## config.mk

```make
export PLATFORM = sky130hd
export DESIGN_NAME = cubic_bezier_flattener_flat
export DESIGN_NICKNAME = d
export VERILOG_FILES = /design/src/design/cbf_pkg.sv /design/src/design/cbf_curve_if.sv /design/src/design/cbf_seg_if.sv /design/src/design/cbf_setup.sv /design/src/design/cbf_cell.sv /design/src/design/cbf_stepper.sv /design/src/design/cubic_bezier_flattener.sv /design/src/flat_wrapper.sv
export SDC_FILE = /design/constraint.sdc
export NUM_CORES = 2
export LEC_CHECK = 0
export ABC_AREA = 1
export BUFFER_PORTS_ARGS = -buffer_cell sky130_fd_sc_hd__buf_2
export CORE_AREA = 5 5 343 480
export CTS_BUF_LIST = sky130_fd_sc_hd__clkbuf_8
export DETAILED_ROUTE_END_ITERATION = 16
export DIE_AREA = 0 0 348 485
export SKIP_CTS_REPAIR_TIMING = 1
export SYNTH_ARGS = -nofsm -noshare
export SYNTH_HDL_FRONTEND = slang
export SYNTH_SLANG_ARGS = --single-unit
```

## constraint.sdc

```tcl
create_clock -name i_clk -period 10 [get_ports i_clk]
set_clock_uncertainty 0.05 [all_clocks]
set_input_delay 1.5 -clock i_clk [delete_from_list [all_inputs] [get_ports i_clk]]
set_output_delay 1.5 -clock i_clk [all_outputs]
set_load 0.005 [all_outputs]
```

## src/design/cbf_pkg.sv

```systemverilog
`timescale 1ns / 1ps
// ----------------------------------------------------------------------------
// cbf_pkg
// Shared constants, types and helpers of the cubic curve flattener.
// ----------------------------------------------------------------------------
package cbf_pkg;

    localparam int SEG_LOG2 = 4;
    localparam int SEGMENTS = 1 << SEG_LOG2;
    localparam int COORD_W  = 24;
    localparam int IDX_W    = 4;
    localparam int FRAC_SH  = 3 * SEG_LOG2;
    localparam int ACC_W    = COORD_W + FRAC_SH + 4;
    localparam int COEF_W   = COORD_W + 4;

    typedef logic signed [COORD_W-1:0] t_coord;
    typedef logic signed [ACC_W-1:0]   t_acc;
    typedef logic signed [COEF_W-1:0]  t_coef;
    typedef logic [SEG_LOG2-1:0]       t_cnt;
    typedef logic [IDX_W-1:0]          t_idx;

    localparam t_cnt LAST_CNT   = t_cnt'(SEGMENTS - 1);
    localparam t_acc ROUND_HALF = t_acc'(1) << (FRAC_SH - 1);

    // biased first control point and polynomial coefficients of one axis
    typedef struct packed {
        t_coef b0;
        t_coef a;
        t_coef b;
        t_coef c;
    } t_axis_coef;

    typedef struct packed {
        t_axis_coef x;
        t_axis_coef y;
    } t_coef_pair;

    // forward differences of one axis, scaled by SEGMENTS cubed
    typedef struct packed {
        t_acc f;
        t_acc d1;
        t_acc d2;
        t_acc d3;
    } t_axis_diff;

    typedef struct packed {
        t_axis_diff x;
        t_axis_diff y;
    } t_init;

    typedef struct packed {
        t_acc sx;
        t_acc sy;
        t_acc ex;
        t_acc ey;
        t_idx idx;
        logic last;
    } t_seg_raw;

    function automatic t_coef to_biased(input t_coord p);
        return t_coef'($signed({1'b0, ~p[COORD_W-1], p[COORD_W-2:0]}));
    endfunction

    function automatic t_coord round_coord(input t_acc f);
        t_acc                 s;
        logic [COORD_W-1:0]   q;
        s = f + ROUND_HALF;
        q = s[FRAC_SH +: COORD_W];
        return t_coord'({~q[COORD_W-1], q[COORD_W-2:0]});
    endfunction

endpackage

```

## src/design/cbf_curve_if.sv

```systemverilog
`timescale 1ns / 1ps
// ----------------------------------------------------------------------------
// cbf_curve_if
// Input channel: one cubic curve as four 2-D control points per word.
// ----------------------------------------------------------------------------
interface cbf_curve_if;
    import cbf_pkg::*;

    logic   valid;
    logic   ready;
    t_coord p0_x;
    t_coord p0_y;
    t_coord p1_x;
    t_coord p1_y;
    t_coord p2_x;
    t_coord p2_y;
    t_coord p3_x;
    t_coord p3_y;

    modport source (
        output valid, p0_x, p0_y, p1_x, p1_y, p2_x, p2_y, p3_x, p3_y,
        input  ready
    );
    modport sink (
        input  valid, p0_x, p0_y, p1_x, p1_y, p2_x, p2_y, p3_x, p3_y,
        output ready
    );
endinterface

```

## src/design/cbf_seg_if.sv

```systemverilog
`timescale 1ns / 1ps
// ----------------------------------------------------------------------------
// cbf_seg_if
// Output channel: one line segment of the flattened curve per word.
// ----------------------------------------------------------------------------
interface cbf_seg_if;
    import cbf_pkg::*;

    logic   valid;
    logic   ready;
    t_coord seg_start_x;
    t_coord seg_start_y;
    t_coord seg_end_x;
    t_coord seg_end_y;
    t_idx   seg_index;
    logic   last_segment;

    modport source (
        output valid, seg_start_x, seg_start_y, seg_end_x, seg_end_y,
               seg_index, last_segment,
        input  ready
    );
    modport sink (
        input  valid, seg_start_x, seg_start_y, seg_end_x, seg_end_y,
               seg_index, last_segment,
        output ready
    );
endinterface

```

## src/design/cbf_setup.sv

```systemverilog
`timescale 1ns / 1ps
// ----------------------------------------------------------------------------
// cbf_setup
// Two-stage pipeline from control points to initial forward differences.
// ----------------------------------------------------------------------------
module cbf_setup (
    input  logic           i_clk,
    input  logic           i_rst_n,
    cbf_curve_if.sink      i_curve,
    output logic           o_valid,
    output cbf_pkg::t_init o_init,
    input  logic           i_take
);
    import cbf_pkg::*;

    function automatic t_axis_coef axis_coef(input t_coord p0, input t_coord p1,
                                             input t_coord p2, input t_coord p3);
        t_axis_coef r;
        t_coef      b0, b1, b2, b3;
        b0 = to_biased(p0);
        b1 = to_biased(p1);
        b2 = to_biased(p2);
        b3 = to_biased(p3);
        r.b0 = b0;
        r.a  = b1 - b0;
        r.b  = b0 - (b1 <<< 1) + b2;
        r.c  = b3 - (b2 <<< 1) - b2 + (b1 <<< 1) + b1 - b0;
        return r;
    endfunction

    function automatic t_axis_diff axis_diff(input t_axis_coef k);
        t_axis_diff r;
        t_acc       ea, eb, ec, aa, bb, cc6;
        ea  = t_acc'(k.a);
        eb  = t_acc'(k.b);
        ec  = t_acc'(k.c);
        aa  = (ea <<< (2 * SEG_LOG2 + 1)) + (ea <<< (2 * SEG_LOG2));
        bb  = (eb <<< (SEG_LOG2 + 1)) + (eb <<< SEG_LOG2);
        cc6 = (ec <<< 2) + (ec <<< 1);
        r.f  = t_acc'(k.b0) <<< FRAC_SH;
        r.d1 = aa + bb + ec;
        r.d2 = (bb <<< 1) + cc6;
        r.d3 = cc6;
        return r;
    endfunction

    logic       r_v1, r_v2;
    t_coef_pair r_coef;
    t_init      r_init;
    logic       w_adv1, w_adv2;

    assign w_adv2        = !r_v2 || i_take;
    assign w_adv1        = !r_v1 || w_adv2;
    assign i_curve.ready = w_adv1;
    assign o_valid       = r_v2;
    assign o_init        = r_init;

    always_ff @(posedge i_clk) begin
        if (!i_rst_n) begin
            r_v1 <= 1'b0;
            r_v2 <= 1'b0;
        end else begin
            if (w_adv1) begin
                r_v1 <= i_curve.valid;
            end
            if (w_adv2) begin
                r_v2 <= r_v1;
            end
        end
        if (w_adv1) begin
            r_coef.x <= axis_coef(i_curve.p0_x, i_curve.p1_x, i_curve.p2_x, i_curve.p3_x);
            r_coef.y <= axis_coef(i_curve.p0_y, i_curve.p1_y, i_curve.p2_y, i_curve.p3_y);
        end
        if (w_adv2) begin
            r_init.x <= axis_diff(r_coef.x);
            r_init.y <= axis_diff(r_coef.y);
        end
    end

endmodule

```

## src/design/cbf_cell.sv

```systemverilog
`timescale 1ns / 1ps
// ----------------------------------------------------------------------------
// cbf_cell
// One forward-difference cell: loads a start value, then adds its neighbor.
// ----------------------------------------------------------------------------
module cbf_cell (
    input  logic          i_clk,
    input  logic          i_load,
    input  logic          i_step,
    input  cbf_pkg::t_acc i_init,
    input  cbf_pkg::t_acc i_nbr,
    output cbf_pkg::t_acc o_val
);
    import cbf_pkg::*;

    t_acc r_val, n_val;

    always_comb begin
        n_val = r_val;
        if (i_load) begin
            n_val = i_init;
        end else if (i_step) begin
            n_val = r_val + i_nbr;
        end
    end

    always_ff @(posedge i_clk) begin
        r_val <= n_val;
    end

    assign o_val = r_val;

endmodule

```

## src/design/cbf_stepper.sv

```systemverilog
`timescale 1ns / 1ps
// ----------------------------------------------------------------------------
// cbf_stepper
// Row of difference cells per axis, stepped once per segment, with counter.
// ----------------------------------------------------------------------------
module cbf_stepper (
    input  logic              i_clk,
    input  logic              i_rst_n,
    input  logic              i_init_valid,
    input  cbf_pkg::t_init    i_init,
    output logic              o_init_take,
    input  logic              i_out_free,
    output logic              o_seg_valid,
    output cbf_pkg::t_seg_raw o_seg
);
    import cbf_pkg::*;

    localparam int NCELL = 4;

    logic r_busy;
    t_cnt r_cnt;
    logic w_step, w_last, w_load;
    t_acc w_init [2][NCELL];
    t_acc w_val  [2][NCELL];

    assign w_step = r_busy && i_out_free;
    assign w_last = (r_cnt == LAST_CNT);
    assign w_load = i_init_valid && (!r_busy || (w_step && w_last));
    assign o_init_take = w_load;

    assign w_init[0][0] = i_init.x.f;
    assign w_init[0][1] = i_init.x.d1;
    assign w_init[0][2] = i_init.x.d2;
    assign w_init[0][3] = i_init.x.d3;
    assign w_init[1][0] = i_init.y.f;
    assign w_init[1][1] = i_init.y.d1;
    assign w_init[1][2] = i_init.y.d2;
    assign w_init[1][3] = i_init.y.d3;

    for (genvar g_ax = 0; g_ax < 2; g_ax++) begin : g_axis
        for (genvar g_k = 0; g_k < NCELL; g_k++) begin : g_row
            t_acc w_nbr;
            if (g_k == NCELL - 1) begin : g_end
                assign w_nbr = '0;
            end else begin : g_mid
                assign w_nbr = w_val[g_ax][g_k+1];
            end
            cbf_cell u_cell (
                .i_clk  (i_clk),
                .i_load (w_load),
                .i_step (w_step),
                .i_init (w_init[g_ax][g_k]),
                .i_nbr  (w_nbr),
                .o_val  (w_val[g_ax][g_k])
            );
        end
    end

    always_ff @(posedge i_clk) begin
        if (!i_rst_n) begin
            r_busy <= 1'b0;
            r_cnt  <= '0;
        end else begin
            if (w_load) begin
                r_busy <= 1'b1;
                r_cnt  <= '0;
            end else if (w_step) begin
                r_cnt <= r_cnt + 1'b1;
                if (w_last) begin
                    r_busy <= 1'b0;
                end
            end
        end
    end

    assign o_seg_valid = w_step;
    assign o_seg.sx    = w_val[0][0];
    assign o_seg.sy    = w_val[1][0];
    assign o_seg.ex    = w_val[0][0] + w_val[0][1];
    assign o_seg.ey    = w_val[1][0] + w_val[1][1];
    assign o_seg.idx   = t_idx'(r_cnt);
    assign o_seg.last  = w_last;

    a_load_restart: assert property (@(posedge i_clk) disable iff (!i_rst_n)
        w_load |=> (r_busy && r_cnt == '0))
        else $error("stepper did not restart on load");

    a_done_idle: assert property (@(posedge i_clk) disable iff (!i_rst_n)
        (w_step && w_last && !i_init_valid) |=> !r_busy)
        else $error("stepper busy after last segment");

    a_cubic_const: assert property (@(posedge i_clk) disable iff (!i_rst_n)
        (r_busy && !w_load) |=> ($stable(w_val[0][3]) && $stable(w_val[1][3])))
        else $error("third difference changed inside a curve");

    a_sample_range: assert property (@(posedge i_clk) disable iff (!i_rst_n)
        w_step |-> (!o_seg.sx[ACC_W-1] && !o_seg.ex[ACC_W-1]
                    && !o_seg.sy[ACC_W-1] && !o_seg.ey[ACC_W-1]))
        else $error("sample left the convex hull range");

endmodule

```

## src/design/cubic_bezier_flattener.sv

```systemverilog
`timescale 1ns / 1ps
// ----------------------------------------------------------------------------
// cubic_bezier_flattener
// Cubic curve to line segments, sampled at SEGMENTS even steps of t.
//
// i_curve takes one word per curve: four control points, signed 24-bit
// coordinates with 8 fraction bits. o_seg gives SEGMENTS words per curve,
// each a segment from sample i to sample i+1 (rounded half up), its index
// and a flag on the final one.
// The first segment passes the two setup stages, the difference cells and
// the output register. While o_seg does not stall: one segment per cycle,
// set by the row of difference cells that advances one sample per cycle;
// the next curve waits in the two-stage setup pipeline and loads as the
// last segment leaves, so curves follow each other with no gap.
// Reset clears all valid flags; nothing else needs clearing.
// When o_seg stalls, the output register holds its word, the cells stop, and
// i_curve stays ready until the setup pipeline is full.
// ----------------------------------------------------------------------------
module cubic_bezier_flattener (
    input  logic      i_clk,
    input  logic      i_rst_n,
    cbf_curve_if.sink i_curve,
    cbf_seg_if.source o_seg
);
    import cbf_pkg::*;

    logic     w_init_valid, w_init_take;
    t_init    w_init;
    logic     w_seg_valid, w_out_free;
    t_seg_raw w_seg;

    logic   r_out_valid;
    t_coord r_sx, r_sy, r_ex, r_ey;
    t_idx   r_idx;
    logic   r_last;

    cbf_setup u_setup (
        .i_clk   (i_clk),
        .i_rst_n (i_rst_n),
        .i_curve (i_curve),
        .o_valid (w_init_valid),
        .o_init  (w_init),
        .i_take  (w_init_take)
    );

    cbf_stepper u_stepper (
        .i_clk        (i_clk),
        .i_rst_n      (i_rst_n),
        .i_init_valid (w_init_valid),
        .i_init       (w_init),
        .o_init_take  (w_init_take),
        .i_out_free   (w_out_free),
        .o_seg_valid  (w_seg_valid),
        .o_seg        (w_seg)
    );

    assign w_out_free = !r_out_valid || o_seg.ready;

    always_ff @(posedge i_clk) begin
        if (!i_rst_n) begin
            r_out_valid <= 1'b0;
        end else if (w_seg_valid) begin
            r_out_valid <= 1'b1;
        end else if (o_seg.ready) begin
            r_out_valid <= 1'b0;
        end
        if (w_seg_valid) begin
            r_sx   <= round_coord(w_seg.sx);
            r_sy   <= round_coord(w_seg.sy);
            r_ex   <= round_coord(w_seg.ex);
            r_ey   <= round_coord(w_seg.ey);
            r_idx  <= w_seg.idx;
            r_last <= w_seg.last;
        end
    end

    assign o_seg.valid        = r_out_valid;
    assign o_seg.seg_start_x  = r_sx;
    assign o_seg.seg_start_y  = r_sy;
    assign o_seg.seg_end_x    = r_ex;
    assign o_seg.seg_end_y    = r_ey;
    assign o_seg.seg_index    = r_idx;
    assign o_seg.last_segment = r_last;

endmodule

```

## src/flat_wrapper.sv

```systemverilog
// flat-port wrapper written by rule: the top's interface ports become plain ports
module cubic_bezier_flattener_flat import cbf_pkg::*;
  (i_clk, i_rst_n, i_curve_valid, i_curve_p0_x, i_curve_p0_y, i_curve_p1_x, i_curve_p1_y, i_curve_p2_x, i_curve_p2_y, i_curve_p3_x, i_curve_p3_y, i_curve_ready, o_seg_valid, o_seg_seg_start_x, o_seg_seg_start_y, o_seg_seg_end_x, o_seg_seg_end_y, o_seg_seg_index, o_seg_last_segment, o_seg_ready);
  cbf_curve_if i_curve_i ();
  cbf_seg_if o_seg_i ();
  input  logic i_clk;
  input  logic i_rst_n;
  input wire logic [$bits(i_curve_i.valid)-1:0] i_curve_valid;
  input wire logic [$bits(i_curve_i.p0_x)-1:0] i_curve_p0_x;
  input wire logic [$bits(i_curve_i.p0_y)-1:0] i_curve_p0_y;
  input wire logic [$bits(i_curve_i.p1_x)-1:0] i_curve_p1_x;
  input wire logic [$bits(i_curve_i.p1_y)-1:0] i_curve_p1_y;
  input wire logic [$bits(i_curve_i.p2_x)-1:0] i_curve_p2_x;
  input wire logic [$bits(i_curve_i.p2_y)-1:0] i_curve_p2_y;
  input wire logic [$bits(i_curve_i.p3_x)-1:0] i_curve_p3_x;
  input wire logic [$bits(i_curve_i.p3_y)-1:0] i_curve_p3_y;
  output wire logic [$bits(i_curve_i.ready)-1:0] i_curve_ready;
  output wire logic [$bits(o_seg_i.valid)-1:0] o_seg_valid;
  output wire logic [$bits(o_seg_i.seg_start_x)-1:0] o_seg_seg_start_x;
  output wire logic [$bits(o_seg_i.seg_start_y)-1:0] o_seg_seg_start_y;
  output wire logic [$bits(o_seg_i.seg_end_x)-1:0] o_seg_seg_end_x;
  output wire logic [$bits(o_seg_i.seg_end_y)-1:0] o_seg_seg_end_y;
  output wire logic [$bits(o_seg_i.seg_index)-1:0] o_seg_seg_index;
  output wire logic [$bits(o_seg_i.last_segment)-1:0] o_seg_last_segment;
  input wire logic [$bits(o_seg_i.ready)-1:0] o_seg_ready;
  assign i_curve_i.valid = i_curve_valid;
  assign i_curve_i.p0_x = i_curve_p0_x;
  assign i_curve_i.p0_y = i_curve_p0_y;
  assign i_curve_i.p1_x = i_curve_p1_x;
  assign i_curve_i.p1_y = i_curve_p1_y;
  assign i_curve_i.p2_x = i_curve_p2_x;
  assign i_curve_i.p2_y = i_curve_p2_y;
  assign i_curve_i.p3_x = i_curve_p3_x;
  assign i_curve_i.p3_y = i_curve_p3_y;
  assign i_curve_ready = i_curve_i.ready;
  assign o_seg_valid = o_seg_i.valid;
  assign o_seg_seg_start_x = o_seg_i.seg_start_x;
  assign o_seg_seg_start_y = o_seg_i.seg_start_y;
  assign o_seg_seg_end_x = o_seg_i.seg_end_x;
  assign o_seg_seg_end_y = o_seg_i.seg_end_y;
  assign o_seg_seg_index = o_seg_i.seg_index;
  assign o_seg_last_segment = o_seg_i.last_segment;
  assign o_seg_i.ready = o_seg_ready;
  cubic_bezier_flattener u_core (.i_clk(i_clk), .i_rst_n(i_rst_n), .i_curve(i_curve_i), .o_seg(o_seg_i));
endmodule
```

==> results.toml <==
[setup_path]
cp_top_family = "compound AO/OA/AOI/OAI gates"
worst-path-buf-inv = 0
crit_chain = "ha_1, nand3_1, nand2_1, a31oi_1, o21ai_0, a21boi_0, o21ai_0, nand2_1, nand2_1, xor2_1, fa_1, ha_1, nand2_1, nor2_1, nand2_1, nor4_1, nand2_1, o211ai_1, nand4_1, nand3_1, xor2_1"
critPathLaunchType = "flop"
worst-setup-path-type = "flop to flop"
max_stage_delay_ns = 0.70
worstPathArrival_ns = 6.22
worstPathRequired_ns = 10.62
crit_slowest_cell = "o21ai_0"
crit_top_cell = "nand2_1"
ff2ff_setup_slack_ns = 4.40
cp_max_fo = 4
ff2ff_path_depth = 21
endpoint_kind = "flop"
timing.rr.start = "u_core.u_setup.r_coef[30]"
reg2reg_to = "u_core.u_setup.o_init[115]"

[layout]
nNetsFinal = 10100
layout_common_cells = "nand2_1, inv_1, edfxtp_1"
area_growth_syn_to_layout_pct = 9.58
drive_gt1_share_pct = 6.64
final_common_cell = "nand2_1"
fin_cells = 11200
design_area_um2 = 78100

[sta]
setup_viol = 0
fmax_mhz = 179
finalCriticalPeriod_ns = 5.60
worst_slew_pin_slew_ns = 1.15
slew_headroom_pct = 22.5
finalMaxSlewViolations = 0
worst_slack_ns = 4.40
fin_crit_sh_pct = 56.0
fin_tns_setup_ns = 0
grt_setup_unrepaired = "false"
hold_viol = 0

[placement]
gp_congestion = 0.978
place_hpwl_mm = 192
place_ws_ns = 3.61
dp.cells = 10900
placed_area_um2 = 75500
numPortBuffers = 298

[run_status]
status = "completed"

[global_routing]
grt_pass1_wl_mm = 346
grtUsageTotal_pct = 26.4
grt_pass1_vias = 61800
grt_start_max_net_pins = 138
grt-ovfl-total = 0
antenna_found_initial = 9

[job]
drv_cap = 0

[floorplanning]
initial_core_util_pct = 44.6
dieArea_um2 = 169000
ioPinCount = 299
core_um2 = 160000
die_y_um = 485
die_w_um = 348
row_count = 174

[worst_hold_path]
min_path_cells = 0
hold_path_class = "flop to flop"
worstHoldStart = "u_core.u_setup.o_init[172]"

[cts]
clkTransAtPathRegs_ns = 0.06
clock-sinks = 829
cts.htree.levels = 4
cts_tree = "done"
cts_buffer_depth = 3
insertion_delay_ns = 0.90
root_buffer = "clkbuf_8"
cts_buffers = 136

[synthesis]
synthesis.area_um2 = 71300
syn_inst = 8522
ys_seq_area_share_pct = 34.8
synth-async-reset-ratio_pct = 0
syn-num-nets = 9685
synth_flop_cell = "edfxtp_1"
synth_edf_count = 821
ys_seq_elements = 829
syn_area_per_cell_um2 = 8.37
synthDistinctLibCells = 48
synth_warnings = 0

[routing]
dr.first_iter.drc_count = 3458
drtPass1Iterations = 5
viasPerCell = 5.40
num_vias = 60300
ant_nets = 0
routedWlPerCell_um = 20.4
drc = 0
wirelength_mm = 228
==> layout make-up <==
cell class	count	area (um^2)
clock inverters	108	769
inverters	1143	4300
fillers	15800	81700
well taps	2112	2640
repair buffers	320	1680
flip-flops and latches	829	24800
multi-input cells	6502	42000
clock buffers	138	1900
diodes	1	2.50
==> worst max path at each step <==
stage | to | slack, ns | start | cells past startpoint
final | u_core.u_setup.o_init[115] | 4.40 | u_core.u_setup.r_coef[30] | 21
after global routing | u_core.u_setup.o_init[272] | 4.00 | u_core.u_setup.r_coef[140] | 20
after CTS | u_core.u_setup.o_init[110] | 4.38 | u_core.u_setup.r_coef[28] | 18
after global placement | u_core.u_setup.r_coef[24] | 3.66 | i_curve_p3_y[1] | 21
after detailed placement | u_core.u_setup.r_coef[24] | 3.61 | i_curve_p3_y[1] | 21
after floorplan | i_curve_ready | 2.13 | o_seg_ready | 6
==> flip-flops by register name, summed over array words and instances, names as in the netlist <==
signal                                      count
u_core.o_seg.seg_index                          4
u_core.o_seg.seg_end_x                         24
u_core.o_seg.seg_start_y                       24
u_core.u_stepper.r_busy                         1
u_core.u_setup.o_valid                          1
u_core.o_seg.seg_start_x                       24
u_core.o_seg.last_segment                       1
u_core.u_setup.r_v1                             1
u_core.u_setup.r_coef                         208
u_core.o_seg.valid                              1
u_core.u_stepper.g_axis.g_row.u_cell.o_val    274
u_core.o_seg.seg_end_y                         24
u_core.u_stepper.r_cnt                          4
u_core.u_setup.o_init                         238
==> routing by layer <==
metal  GRT usage, %  up-vias  routed length [um]
li1               -    29800                   -
met4           11.0        0               10400
met1           33.0    28500               96400
met2           46.8     1552              112000
met5              0        -                   0
met3           2.52      454                9060
==> worst register-to-register path, stage by stage, from the launching register on <==
cell,delay [ns]
edfxtp_1,0.46
ha_1,0.39
nand3_1,0.09
nand2_1,0.11
a31oi_1,0.16
o21ai_0,0.70
a21boi_0,0.31
o21ai_0,0.39
nand2_1,0.11
nand2_1,0.09
xor2_1,0.35
fa_1,0.47
ha_1,0.38
nand2_1,0.11
nor2_1,0.14
nand2_1,0.09
nor4_1,0.18
nand2_1,0.09
o211ai_1,0.20
nand4_1,0.13
nand3_1,0.10
xor2_1,0.29
==> cells by family after synthesis <==
logic type	count (synthesis)	synth area share, %
flops	829	34.8
simple gates	3304	19.2
compound gates	1672	13.0
buf+inv	1191	6.30
xor+xnor	559	6.98
fa+ha+maj	967	19.8
==> stage by stage <==
step / hold slack [ns] / util (%)
floorplan: 0.350 / -
global placement: 0.353 / 47.2
detailed placement: 0.355 / 47.2
CTS: 0.364 / 48.9
global route: 0.359 / 48.9
finish: 0.364 / 48.9
==> synthesized netlist by cell type, types with 32 or more instances <==
master / number / area (um^2)
o211ai_1: 34 / 255
a21boi_0: 38 / 285
ha_1: 701 / 8770
a21oi_1: 780 / 3900
a21o_1: 51 / 383
fa_1: 266 / 5330
clkbuf_1: 32 / 120
edfxtp_1: 821 / 24700
inv_1: 1140 / 4280
nand4_1: 105 / 657
o21ai_0: 521 / 2610
nor4_1: 36 / 225
o21a_1: 34 / 255
xnor2_1: 219 / 1920
nand3_1: 315 / 1580
a31oi_1: 56 / 350
nor3_1: 84 / 420
xor2_1: 331 / 2900
nand2_1: 1948 / 7310
nor2_1: 695 / 2610
o21bai_1: 71 / 533
nand3b_1: 38 / 285
Power is left out: the tool's default activity adds up to more than one toggle a clock period on the data nets, which glitch-free logic cannot reach.
